===== src/rtl/mcop_pkg.sv =====
// Shared types and constants of the chunk offset patcher.
package mcop_pkg;

	localparam logic [31:0] CODE_STCO    = 32'h7374636F;
	localparam logic [31:0] CODE_CO64    = 32'h636F3634;
	localparam logic [31:0] HSIZE_RESET  = 32'd8;
	localparam logic [3:0]  NARROW_BYTES = 4'd4;
	localparam logic [3:0]  WIDE_BYTES   = 4'd8;
	localparam logic [3:0]  PREFIX_BYTES = 4'd8;

	typedef enum logic [2:0] {
		MODE_SEARCH  = 3'b001,
		MODE_COUNT   = 3'b010,
		MODE_ENTRIES = 3'b100
	} mcop_mode_t;

	// One run of output words caused by one input word, right aligned in data.
	typedef struct packed {
		logic [63:0] data;
		logic [3:0]  count;
		logic        patched;
		logic        eoh;
		logic        err;
	} mcop_run_t;

endpackage


===== src/rtl/mcop_if.sv =====
// Channel interfaces: header bytes in, result words out.
interface mcop_in_if;
	logic       valid;
	logic       ready;
	logic [7:0] data_byte;
	logic       end_of_header;

	modport source(output valid, data_byte, end_of_header, input ready);
	modport sink(input valid, data_byte, end_of_header, output ready);
endinterface

interface mcop_out_if;
	logic       valid;
	logic       ready;
	logic [7:0] out_byte;
	logic       run_last;
	logic       stream_last;
	logic       was_patched;
	logic       size_error;

	modport source(output valid, out_byte, run_last, stream_last, was_patched, size_error,
		input ready);
	modport sink(input valid, out_byte, run_last, stream_last, was_patched, size_error,
		output ready);
endinterface


===== src/rtl/mcop_front.sv =====
// Front end: byte parser, atom search and entry patching, one byte per cycle while the run queue is not full.
module mcop_front #(
	parameter int POSITION_BITS = 32
) (
	input  logic                 clk,
	input  logic                 arst_n,
	input  logic                 cfg_we,
	input  logic [31:0]          cfg_wdata,
	mcop_in_if.sink              stream,
	input  logic                 q_full,
	output logic                 push,
	output mcop_pkg::mcop_run_t  run
);

	localparam int PB = POSITION_BITS;
	localparam logic [PB-1:0] POS_MAX    = {PB{1'b1}};
	localparam logic [PB-1:0] RESUME_RST = PB'(4);
	localparam logic [PB-1:0] POS_SEVEN  = PB'(7);

	logic [31:0]          hsize_q;
	logic [PB-1:0]        pos_q;
	logic [63:0]          hist_q;
	mcop_pkg::mcop_mode_t mode_q;
	logic [31:0]          atom_end_q;
	logic [PB-1:0]        resume_q;
	logic [31:0]          left_q;
	logic [63:0]          accum_q;
	logic [3:0]           ebc_q;
	logic                 wide_q;
	logic                 err_q;

	logic                 acc;
	logic [7:0]           b;
	logic                 eoh;
	logic [63:0]          hist_n;
	logic [63:0]          accum_n;
	logic [3:0]           ebc_inc;
	logic [3:0]           esize;
	logic [63:0]          sum;
	logic [31:0]          code;
	logic [PB-1:0]        idx_i;
	logic [32:0]          pos_p1;
	logic [32:0]          end33;
	logic [32:0]          end_p1;
	logic                 hit;
	logic                 err_set;
	logic [32:0]          diff;
	logic [31:0]          room;
	logic [31:0]          left_n;

	assign acc          = stream.valid & stream.ready;
	assign stream.ready = ~q_full;
	assign b            = stream.data_byte;
	assign eoh          = stream.end_of_header;

	assign hist_n  = {hist_q[55:0], b};
	assign accum_n = {accum_q[55:0], b};
	assign ebc_inc = ebc_q + 4'd1;
	assign esize   = wide_q ? mcop_pkg::WIDE_BYTES : mcop_pkg::NARROW_BYTES;
	assign sum     = accum_n + {32'd0, hsize_q};

	// search: type code sits at the last four bytes, i = p - 3, i + 4 = p + 1
	assign code   = hist_n[31:0];
	assign idx_i  = pos_q - PB'(3);
	assign pos_p1 = 33'(pos_q) + 33'd1;
	assign end33  = 33'(pos_q - POS_SEVEN) + {1'b0, hist_n[63:32]};
	assign end_p1 = end33 + 33'd1;
	assign hit    = (mode_q == mcop_pkg::MODE_SEARCH) && !err_q && (pos_q >= POS_SEVEN)
		&& (idx_i >= resume_q) && (pos_p1 < {1'b0, hsize_q})
		&& ((code == mcop_pkg::CODE_STCO) || (code == mcop_pkg::CODE_CO64));
	assign err_set = hit && (end33 > {1'b0, hsize_q});

	// entry room up to the atom end; first entry byte is p + 1
	assign diff   = {1'b0, atom_end_q} - pos_p1;
	assign room   = ({1'b0, atom_end_q} > pos_p1) ?
		(wide_q ? {2'b00, diff[32:3]} : {1'b0, diff[32:2]}) : 32'd0;
	assign left_n = (hist_n[31:0] > room) ? room : hist_n[31:0];

	always_comb begin
		run         = '0;
		run.eoh     = eoh;
		run.err     = err_q | err_set;
		run.data    = {56'd0, b};
		run.count   = 4'd1;
		case (mode_q)
			mcop_pkg::MODE_ENTRIES: begin
				if (ebc_inc >= esize) begin
					run.data    = wide_q ? sum : {32'd0, sum[31:0]};
					run.count   = esize;
					run.patched = 1'b1;
				end else if (eoh) begin
					run.data  = accum_n;
					run.count = ebc_inc;
				end else begin
					run.count = 4'd0;
				end
			end
			default: ;
		endcase
	end

	assign push = acc && (run.count != 4'd0);

	always_ff @(posedge clk or negedge arst_n) begin
		if (!arst_n) begin
			hsize_q    <= mcop_pkg::HSIZE_RESET;
			pos_q      <= '0;
			hist_q     <= '0;
			mode_q     <= mcop_pkg::MODE_SEARCH;
			atom_end_q <= '0;
			resume_q   <= RESUME_RST;
			left_q     <= '0;
			accum_q    <= '0;
			ebc_q      <= '0;
			wide_q     <= 1'b0;
			err_q      <= 1'b0;
		end else begin
			if (cfg_we) begin
				hsize_q <= cfg_wdata;
			end
			if (acc) begin
				hist_q <= hist_n;
				if (pos_q != POS_MAX) begin
					pos_q <= pos_q + PB'(1);
				end
				case (mode_q)
					mcop_pkg::MODE_ENTRIES: begin
						if (ebc_inc >= esize) begin
							accum_q <= '0;
							ebc_q   <= '0;
							left_q  <= left_q - 32'd1;
							if (left_q == 32'd1) begin
								mode_q <= mcop_pkg::MODE_SEARCH;
							end
						end else begin
							accum_q <= accum_n;
							ebc_q   <= ebc_inc;
						end
					end
					mcop_pkg::MODE_COUNT: begin
						ebc_q <= ebc_inc;
						if (ebc_inc >= mcop_pkg::PREFIX_BYTES) begin
							left_q  <= left_n;
							ebc_q   <= '0;
							accum_q <= '0;
							mode_q  <= (left_n != 32'd0) ? mcop_pkg::MODE_ENTRIES
								: mcop_pkg::MODE_SEARCH;
						end
					end
					mcop_pkg::MODE_SEARCH: begin
						if (err_set) begin
							err_q <= 1'b1;
						end else if (hit) begin
							atom_end_q <= end33[31:0];
							resume_q   <= (end_p1 > 33'(POS_MAX)) ? POS_MAX : end_p1[PB-1:0];
							wide_q     <= (code == mcop_pkg::CODE_CO64);
							ebc_q      <= '0;
							mode_q     <= mcop_pkg::MODE_COUNT;
						end
					end
					default: mode_q <= mcop_pkg::MODE_SEARCH;
				endcase
				if (eoh) begin
					// new header follows; only the error flag and header_size survive
					pos_q      <= '0;
					hist_q     <= '0;
					mode_q     <= mcop_pkg::MODE_SEARCH;
					atom_end_q <= '0;
					resume_q   <= RESUME_RST;
					left_q     <= '0;
					accum_q    <= '0;
					ebc_q      <= '0;
					wide_q     <= 1'b0;
				end
			end
		end
	end

endmodule


===== src/rtl/mcop_queue.sv =====
// Run queue between parser and serializer.
module mcop_queue #(
	parameter int DEPTH = 4
) (
	input  logic                clk,
	input  logic                arst_n,
	input  logic                push,
	input  mcop_pkg::mcop_run_t wr_run,
	input  logic                pop,
	output mcop_pkg::mcop_run_t rd_run,
	output logic                full,
	output logic                empty
);

	localparam int AW = (DEPTH > 1) ? $clog2(DEPTH) : 1;
	localparam int CW = $clog2(DEPTH + 1);
	localparam logic [AW-1:0] LAST = AW'(DEPTH - 1);

	mcop_pkg::mcop_run_t slot_q [DEPTH];
	logic [AW-1:0]       wr_q;
	logic [AW-1:0]       rd_q;
	logic [CW-1:0]       cnt_q;
	logic                do_push;
	logic                do_pop;

	assign full    = (cnt_q == CW'(DEPTH));
	assign empty   = (cnt_q == '0);
	assign do_push = push & ~full;
	assign do_pop  = pop & ~empty;
	assign rd_run  = slot_q[rd_q];

	always_ff @(posedge clk) begin
		if (do_push) begin
			slot_q[wr_q] <= wr_run;
		end
	end

	always_ff @(posedge clk or negedge arst_n) begin
		if (!arst_n) begin
			wr_q  <= '0;
			rd_q  <= '0;
			cnt_q <= '0;
		end else begin
			if (do_push) begin
				wr_q <= (wr_q == LAST) ? '0 : wr_q + AW'(1);
			end
			if (do_pop) begin
				rd_q <= (rd_q == LAST) ? '0 : rd_q + AW'(1);
			end
			if (do_push && !do_pop) begin
				cnt_q <= cnt_q + CW'(1);
			end else if (do_pop && !do_push) begin
				cnt_q <= cnt_q - CW'(1);
			end
		end
	end

endmodule


===== src/rtl/mcop_back.sv =====
// Back end: serializes queued runs into one result word per cycle while the receiver is ready.
module mcop_back (
	input  logic                clk,
	input  logic                arst_n,
	input  mcop_pkg::mcop_run_t head,
	input  logic                empty,
	output logic                pop,
	mcop_out_if.source          result
);

	mcop_pkg::mcop_run_t cur_q;
	logic [3:0]          rem_q;
	logic [2:0]          sel;

	assign sel = 3'(rem_q - 4'd1);
	assign pop = !empty && ((rem_q == 4'd0) || ((rem_q == 4'd1) && result.ready));

	assign result.valid       = (rem_q != 4'd0);
	assign result.out_byte    = cur_q.data[{sel, 3'b000} +: 8];
	assign result.run_last    = (rem_q == 4'd1);
	assign result.stream_last = (rem_q == 4'd1) && cur_q.eoh;
	assign result.was_patched = cur_q.patched;
	assign result.size_error  = cur_q.err;

	always_ff @(posedge clk) begin
		if (pop) begin
			cur_q <= head;
		end
	end

	always_ff @(posedge clk or negedge arst_n) begin
		if (!arst_n) begin
			rem_q <= '0;
		end else if (pop) begin
			rem_q <= head.count;
		end else if (result.valid && result.ready) begin
			rem_q <= rem_q - 4'd1;
		end
	end

endmodule


===== src/rtl/mp4_chunk_offset_patcher.sv =====
// Chunk offset patcher for a movie header atom: top level.
//
// stream carries one header byte per word with end_of_header on the last byte.
// result carries one byte per word: passed through or, inside an 'stco' or
// 'co64' table, a chunk offset with header_size added. A table entry is held
// until its last byte arrives and then leaves as a run of 4 or 8 words.
// cfg_we/cfg_wdata write header_size (reset 8); the user must do so only while
// the block is idle, which the block does not enforce. Throughput: one input
// byte per cycle and one result word per cycle. The parser takes a byte each
// cycle the run queue is not full; the serializer drains the queue one word
// per cycle while the receiver is ready. An accepted byte reaches its first
// result word through a queue slot and then the serializer register.
// A stalled receiver holds the current word; input keeps being taken until
// the queue fills (QUEUE_DEPTH runs), then stream.ready drops.
// Reset clears all parse state and the sticky size error; header_size
// returns to 8. After end_of_header all but the error and header_size restarts.
module mp4_chunk_offset_patcher #(
	parameter int POSITION_BITS = 32,
	parameter int QUEUE_DEPTH   = 4
) (
	input  logic        clk,
	input  logic        arst_n,
	input  logic        cfg_we,
	input  logic [31:0] cfg_wdata,
	mcop_in_if.sink     stream,
	mcop_out_if.source  result
);

	mcop_pkg::mcop_run_t wr_run;
	mcop_pkg::mcop_run_t head;
	logic                push;
	logic                pop;
	logic                full;
	logic                empty;

	mcop_front #(
		.POSITION_BITS(POSITION_BITS)
	) u_front (
		.clk      (clk),
		.arst_n   (arst_n),
		.cfg_we   (cfg_we),
		.cfg_wdata(cfg_wdata),
		.stream   (stream),
		.q_full   (full),
		.push     (push),
		.run      (wr_run)
	);

	mcop_queue #(
		.DEPTH(QUEUE_DEPTH)
	) u_queue (
		.clk   (clk),
		.arst_n(arst_n),
		.push  (push),
		.wr_run(wr_run),
		.pop   (pop),
		.rd_run(head),
		.full  (full),
		.empty (empty)
	);

	mcop_back u_back (
		.clk   (clk),
		.arst_n(arst_n),
		.head  (head),
		.empty (empty),
		.pop   (pop),
		.result(result)
	);

endmodule


===== src/flat_wrapper.sv =====
// flat-port wrapper written by rule: the top's interface ports become plain ports
module mp4_chunk_offset_patcher_flat 
#(
	parameter int POSITION_BITS = 32,
	parameter int QUEUE_DEPTH   = 4
)
  (clk, arst_n, cfg_we, cfg_wdata, stream_valid, stream_data_byte, stream_end_of_header, stream_ready, result_valid, result_out_byte, result_run_last, result_stream_last, result_was_patched, result_size_error, result_ready);
  mcop_in_if stream_i ();
  mcop_out_if result_i ();
  input  logic clk;
  input  logic arst_n;
  input  logic cfg_we;
  input  logic [31:0] cfg_wdata;
  input wire logic [$bits(stream_i.valid)-1:0] stream_valid;
  input wire logic [$bits(stream_i.data_byte)-1:0] stream_data_byte;
  input wire logic [$bits(stream_i.end_of_header)-1:0] stream_end_of_header;
  output wire logic [$bits(stream_i.ready)-1:0] stream_ready;
  output wire logic [$bits(result_i.valid)-1:0] result_valid;
  output wire logic [$bits(result_i.out_byte)-1:0] result_out_byte;
  output wire logic [$bits(result_i.run_last)-1:0] result_run_last;
  output wire logic [$bits(result_i.stream_last)-1:0] result_stream_last;
  output wire logic [$bits(result_i.was_patched)-1:0] result_was_patched;
  output wire logic [$bits(result_i.size_error)-1:0] result_size_error;
  input wire logic [$bits(result_i.ready)-1:0] result_ready;
  assign stream_i.valid = stream_valid;
  assign stream_i.data_byte = stream_data_byte;
  assign stream_i.end_of_header = stream_end_of_header;
  assign stream_ready = stream_i.ready;
  assign result_valid = result_i.valid;
  assign result_out_byte = result_i.out_byte;
  assign result_run_last = result_i.run_last;
  assign result_stream_last = result_i.stream_last;
  assign result_was_patched = result_i.was_patched;
  assign result_size_error = result_i.size_error;
  assign result_i.ready = result_ready;
  mp4_chunk_offset_patcher #(.POSITION_BITS(POSITION_BITS), .QUEUE_DEPTH(QUEUE_DEPTH)) u_core (.clk(clk), .arst_n(arst_n), .cfg_we(cfg_we), .cfg_wdata(cfg_wdata), .stream(stream_i), .result(result_i));
endmodule

===== config.mk =====
export PLATFORM = sky130hd
export DESIGN_NAME = mp4_chunk_offset_patcher_flat
export DESIGN_NICKNAME = d
export VERILOG_FILES = /design/src/rtl/mcop_pkg.sv /design/src/rtl/mcop_if.sv /design/src/rtl/mcop_front.sv /design/src/rtl/mcop_queue.sv /design/src/rtl/mcop_back.sv /design/src/rtl/mp4_chunk_offset_patcher.sv /design/src/flat_wrapper.sv
export SDC_FILE = /design/constraint.sdc
export NUM_CORES = 2
export LEC_CHECK = 0
export BUFFER_PORTS_ARGS = -buffer_cell sky130_fd_sc_hd__buf_2
export CORE_ASPECT_RATIO = 1.4
export CORE_UTILIZATION = 35
export CTS_BUF_LIST = sky130_fd_sc_hd__clkbuf_8
export DETAILED_ROUTE_END_ITERATION = 8
export GPL_ROUTABILITY_DRIVEN = 1
export PLACE_DENSITY = 0.6
export REMOVE_ABC_BUFFERS = 1
export SLEW_MARGIN = 0
export SYNTH_ARGS = -nofsm -noshare
export SYNTH_HDL_FRONTEND = slang
export SYNTH_SLANG_ARGS = --single-unit

===== constraint.sdc =====
create_clock -name clk -period 16.5 [get_ports clk]
set_clock_uncertainty 0.15 [all_clocks]
set_input_delay 2.475 -clock clk [delete_from_list [all_inputs] [get_ports clk]]
set_output_delay 2.475 -clock clk [all_outputs]
set_load 0.01 [all_outputs]

# Yosys cells after proc, flatten, opt, wreduce, memory -nomap -nowiden
# Memories as Yosys holds them, arrays and structs flattened.
# Index checks and enable logic that the tools add are counted.
dict set report totals {
  in_bits 46
  word_cells 162
  n_memories 1
  output_inout_bits 14
  ramBits 284
  reg_bits 359
}
dict set report classes {
  order_cmp 9
  shift 1
  n_eq_ne 17
  n_addsub 15
  bitwise_logic 6
  mux 56
  reduce_logical 38
}
# name depth width read_ports rd_clocked_by_memory_dff write_ports line
set mem_list {}
lappend mem_list {u_core.u_queue.slot_q 4 71 1 0 1 mcop_queue.sv:19} ;# mcop_pkg::mcop_run_t slot_q [DEPTH];
# op count
set ops {}
lappend ops {{2-to-1 mux 32 bit} 15}
lappend ops {{2-to-1 mux 56 bit} 4}
lappend ops {{2-to-1 mux 64 bit} 2}
lappend ops {{one-hot mux 56 bit (2 select lines)} 1}
lappend ops {{2-to-1 mux 69 bit} 1}
lappend ops {{2-to-1 mux 68 bit} 1}
lappend ops {{adder 64 x 32 -> 64 bit} 1}
lappend ops {{== test 32 x 31 -> 1 bit (second input constant)} 2}
lappend ops {{one-hot mux 32 bit (2 select lines)} 1}
lappend ops {{variable part select 64 x 7 -> 8 bit} 1}
lappend ops {{2-to-1 mux 31 bit} 2}
lappend ops {{2-to-1 mux 4 bit} 9}
lappend ops {{adder 32 x 1 -> 33 bit (second input constant)} 1}
lappend ops {{adder 33 x 1 -> 33 bit (second input constant)} 1}
lappend ops {{adder 33 x 32 -> 33 bit} 1}
lappend ops {{> comparator 32 x 33 -> 1 bit} 1}
lappend ops {{> comparator 33 x 32 -> 1 bit} 1}
lappend ops {{> comparator 33 x 32 -> 1 bit (second input constant)} 1}
lappend ops {{less-than comparator 33 x 32 -> 1 bit} 1}
lappend ops {{subtractor 32 x 3 -> 33 bit (second input constant)} 1}
lappend ops {{subtractor 32 x 33 -> 33 bit} 1}
lappend ops {{adder 32 x 1 -> 32 bit (second input constant)} 1}
lappend ops {{== test 32 x 1 -> 1 bit (second input constant)} 1}
lappend ops {{>= comparator 32 x 3 -> 1 bit (second input constant)} 1}
lappend ops {{other kinds (40)} 90}

# Longest topological paths before layout
dict set report logic_depth {
  ltp_word 11
  mapped_depth 34
  mapped_depth_nobuf 31
}

# Cells and area by module
# Synthesis repeated with hierarchy kept, for this count alone.
dict set report unflattened {
  cells_unflattened 4020
  area_unflattened_um2 40072.2
}
# mod cells_per_inst n_inst seq_area_each_um2 area_each_um2
set by_module_without_submodules {}
lappend by_module_without_submodules {mcop_front 3482 1 7035.5 26500.4}
lappend by_module_without_submodules {mcop_queue 408 1 8703.3 10770.3}
lappend by_module_without_submodules {mcop_back 130 1 2112.0 2801.4}

# Worst setup path after synthesis
# OpenSTA, ideal clock, no wires.
dict set report synth_timing {
  path_kind {flip-flop to flip-flop}
  start {register u_core.u_front.pos_q[3]}
  end {register u_core.u_front.mode_q[2]}
  slack_ns 9.181
  setup_ns 0.124
  required_ns 16.226
  period_less_slack_ns 7.319
  path_buffers 3
  arrival_ns 7.045
  path_stages_with_launch 31
  path_cell_list {dfrtp_1 > clkbuf_1 > nand4_1 > nor4_1 > and3_1 > nand3_1 > nor4_1 > xnor2_1 > ha_1 > clkbuf_1 > nand4_1 > or4_1 > a2111o_1 > nand3_1 > o32a_1 > xor2_1 > mux2i_1 > nand2b_1 > ha_1 > nand4_1 > nor4_1 > o21ai_0 > o221ai_1 > nor3_1 > a31o_2 > clkbuf_1 > a21oi_1 > a21oi_1 > a21o_1 > nand4b_1 > o31a_1}
}
dict set report synth_via {
  elab_chain_len 11
  elab_cells_between_ends 27
  cone_classes {add/sub (5); order compare (6); eq/ne (2); mux (7); reduce/logical (7)}
}
# element line
set synth_lines {}
lappend synth_lines {{start, declared} mcop_front.sv:21} ;# logic [PB-1:0] pos_q;
lappend synth_lines {{start signal, assigned} mcop_front.sv:124} ;# pos_q <= pos_q + PB'(1);
lappend synth_lines {{adder 32 x 1 -> 33 bit} mcop_front.sv:65} ;# assign pos_p1 = 33'(pos_q) + 33'd1;
lappend synth_lines {{subtractor 32 x 33 -> 33 bit} mcop_front.sv:74} ;# assign diff = {1'b0, atom_end_q} - pos_p1;
lappend synth_lines {{2-to-1 mux 31 bit} mcop_front.sv:76} ;# (wide_q ? {2'b00, diff[32:3]} : {1'b0, diff[32:2]}) : 32'd0;
lappend synth_lines {{2-to-1 mux 31 bit} mcop_front.sv:75} ;# assign room = ({1'b0, atom_end_q} > pos_p1) ?
lappend synth_lines {{> comparator 32 x 31 -> 1 bit} mcop_front.sv:77} ;# assign left_n = (hist_n[31:0] > room) ? room : hist_n[31:0];
lappend synth_lines {{2-to-1 mux 32 bit} mcop_front.sv:77}
lappend synth_lines {{nonzero test 32 bit} mcop_front.sv:146} ;# mode_q <= (left_n != 32'd0) ? mcop_pkg::MODE_ENTRIES
lappend synth_lines {{2-to-1 mux 3 bit} mcop_front.sv:146}
lappend synth_lines {{2-to-1 mux 3 bit} mcop_front.sv:142} ;# if (ebc_inc >= mcop_pkg::PREFIX_BYTES) begin
lappend synth_lines {{one-hot mux 3 bit (3 select lines)} mcop_front.sv:126} ;# case (mode_q)
lappend synth_lines {{2-to-1 mux 3 bit} mcop_front.sv:163} ;# if (eoh) begin
lappend synth_lines {{end signal, assigned} mcop_front.sv:146}
lappend synth_lines {{end signal, assigned} mcop_front.sv:161} ;# default: mode_q <= mcop_pkg::MODE_SEARCH;
lappend synth_lines {{end signal, assigned} mcop_front.sv:167} ;# mode_q <= mcop_pkg::MODE_SEARCH;
lappend synth_lines {{end, declared} mcop_front.sv:23} ;# mcop_pkg::mcop_mode_t mode_q;
# Parallel ways exist; a longest one is shown, timed or not. The select of a mux whose other input is x is not followed.
# A chain may end at the register's enable or synchronous reset.

# Worst setup path in the final report
dict set report layout_timing {
  start {register u_core.u_front.pos_q[0]}
  end {register u_core.u_front.mode_q[2]}
}
# Same word-level chain as after synthesis.

==> results.toml <==
[die]
die_area_um2 = 113000
io_pins = 60
die_w_um = 285
start_util = 0.352
core_um2 = 111000
row_count = 145
dieHeight_um = 398

[worst_setup_path]
regToRegSetupSlack_ns = 7.49
r2r_start = "u_core.u_front.pos_q[0]"
worstPathRequired_ns = 17.02
startpoint_type = "flip-flop"
reg2reg_to = "u_core.u_front.mode_q[2]"
crit_path_max_fanout = 17
cpMostUsedCell = "nor4_1"
cp.arrival_ns = 9.53
criticalPathCategory = "reg2reg"
worstSetupEndpoint = "u_core.u_front.mode_q[2]"
cpPeakStageDelay_ns = 0.63
startpoint = "u_core.u_front.pos_q[0]"
endpoint_kind = "flip-flop"
slowest_stage = "nor4_1"
r2r_cells = 28

[global_routing]
grt_pass1_vias = 30500
grt-ovfl-total = 0
grt_pass1_wl_mm = 189
gr-usage-all-layers = 0.219
grt_antenna_before_repair = 6
grt_start_max_net_pins = 136

[route]
drc_errors = 0
first_iter_violations = 2201
drt-total-wl_mm = 126
drtPass1Iterations = 6
ant_nets = 0
vias = 30900
avgRoutedWirePerCell_um = 22.8
via_per_inst = 5.59

[sta]
fmax_ghz = 0.111
final_hold_viol_count = 0
min_period_over_period = 0.546
rsz0062_at_grt = "no"
min_period_ns = 9.01
timing.hold.ws_ns = 0.328
tns_ns = 0
max_slew_margin = 0.0843
worstMarginPinSlew_ns = 1.36
finalSetupViolations = 0
drv_slew = 0

[synthesis]
synth_top_area_frac = 0.269
synthTopCellsByArea = "edfxtp_1 (27%), dfrtp_1 (18%), ha_1 (8.5%)"
synth_top_flop_cell = "edfxtp_1"
syn_inst = 3929
yosysWarnings = 0
yosysUniqueCellTypes = 106
syn_area_per_cell_um2 = 9.98
yosys.area.top_type = "edfxtp_1"
synthTopCellsByCount = "nand2_1 (508), o21ai_0 (381), edfxtp_1 (351), inv_1 (301), dfrtp_1 (289)"
ys_async_sr_fraction = 0.454
yosys_register_bits = 643
ys_seq_area_frac = 0.455
synthesis.area_um2 = 39200
yosysMostFrequentCell = "nand2_1"
synth_enable_flop_cells = 351

[cts]
clkLatencyLatePin_ns = 0.83
cts.path.max_buffers = 3
clock-sinks = 643
cts_root_buf = "clkbuf_8"
post_cts_resized = 0
cts_tree = "built"
htreeDepth = 3
holdBufCountCts = 0
clkTransAtPathRegs_ns = 0.07
cts_setup_buffers = 0
cts_buffers = 102

[pwr]
p_comb_frac = 0.567
leakage_nw = 17.5
switchingPower_mw = 4.14
p_int_mw = 4.63
swShare = 0.472
power.share.sequential = 0.273
p_per_area_nw_per_um2 = 203
clkPwrFrac = 0.160
ir_drop_mv = 0.131

[place]
globalplace.congestion = 0.963
port_buffers = 59
dp_hpwl_mm = 91.8

[cells_and_area]
drive_above_1_share = 0.111
area_delta_synth_final_pct = 10.3
ff_latch_area_um2 = 17900
fillers = 11100
multi_input_area_um2 = 19600
nets = 4274

[run]
maxCapViolations = 0

[status]
outcome = "finished, final reports clean"

[min_path]
hold_class = "reg2reg"
-- layer usage --
metal	up-vias	routed length, µm	track usage
met1	15100	48300	0.249
met2	948	63500	0.389
met3	332	5800	0.0290
li1	14500	-	-
met5	-	0	0
met4	0	8060	0.135
-- final cells by class --
| class | instances | share of cell area |
|---|---|---|
| clock buffer | 105 | 0.0334 |
| sequential | 643 | 0.413 |
| multi-input combinational | 2787 | 0.452 |
| timing repair buffer | 120 | 0.0183 |
| inverter | 303 | 0.0263 |
| antenna | 5 | 0.000289 |
| clock inverter | 85 | 0.0142 |
| tap | 1470 | 0.0425 |
-- layout by cell type, fill, tap and decap left out, types with 60 or more instances in the layout --
master,instances
nand2_1,507
o21ai_0,381
edfxtp_1,351
inv_1,343
dfrtp_1,287
ha_1,268
a21oi_1,186
nor2_1,182
nand3_1,118
xnor2_1,111
clkbuf_8,105
mux4_2,87
nor3_1,82
nand4_1,72
o31ai_1,63
a21o_1,62
buf_4,60
-- power groups by stage --
stage,Combinational [mW],Clock [mW],Sequential [mW]
floorplan,3.30,0,2.35
global placement,4.89,0,2.41
detailed placement,4.91,0,2.42
CTS,4.93,1.44,2.39
global route,5.39,1.50,2.43
finish,4.97,1.41,2.39
-- worst max-delay path: cells and delay by family (launching register included) --
family / cells / cell delay, ns
AND/OR/NAND/NOR: 15 / 4.39
multiplexers: 1 / 0.17
adder cells (fa/ha/maj): 2 / 0.83
flip-flops: 1 / 0.48
XOR/XNOR: 2 / 0.68
AO/OA/AOI/OAI: 8 / 2.17
-- cells by family (layout without fill, tap and decap cells) --
kind of cell    Yosys count  count (layout)  share of synthesized area
mux                     126             126                     0.0608
flops                   643             643                      0.455
fa+ha+maj               271             271                     0.0870
other cells               1               6                  0.0000956
simple gates           1243            1243                      0.153
buf+inv                 499             613                     0.0488
xor+xnor                162             162                     0.0370
compound gates          984             984                      0.158
-- worst min path at each step --
stage | from | to | slack, ns | cells after the start
floorplan | u_core.u_front.err_q | u_core.u_front.err_q | 0.29 | 2
global placement | u_core.u_front.hist_q[42] | u_core.u_front.hist_q[42] | 0.31 | 2
detailed placement | u_core.u_front.hist_q[54] | u_core.u_front.hist_q[54] | 0.32 | 2
CTS | u_core.u_front.hist_q[54] | u_core.u_front.hist_q[54] | 0.33 | 2
global route | u_core.u_front.hist_q[41] | u_core.u_front.hist_q[41] | 0.36 | 2
finish | u_core.u_front.hist_q[42] | u_core.u_front.hist_q[42] | 0.33 | 2
-- sequential cells by signal (all words and copies together), names as in the netlist, 3 cells and up --
name                       count
u_core.u_front.atom_end_q     32
u_core.u_front.hist_q         56
u_core.u_back.cur_q           65
u_core.u_back.rem_q            4
u_core.u_front.pos_q          32
u_core.u_front.accum_q        56
u_core.u_front.ebc_q           4
u_core.u_front.mode_q          3
u_core.u_front.resume_q       32
u_core.u_front.left_q         32
u_core.u_queue.slot_q        284
u_core.u_front.hsize_q        32
u_core.u_queue.cnt_q           3
-- stage by stage --
stage,instances,area [µm²],power (mW),setup slack [ns],utilization
global placement,5323,41200,7.30,8.03,0.370
floorplan,3733,38500,5.65,7.01,-
CTS,5513,43200,8.76,7.75,0.388
finish,5518,43300,8.77,7.49,0.388
detailed placement,5323,41200,7.33,7.77,0.370
global route,5516,43200,9.32,6.79,0.388
Note: power is estimated with default switching activity, not from simulation.
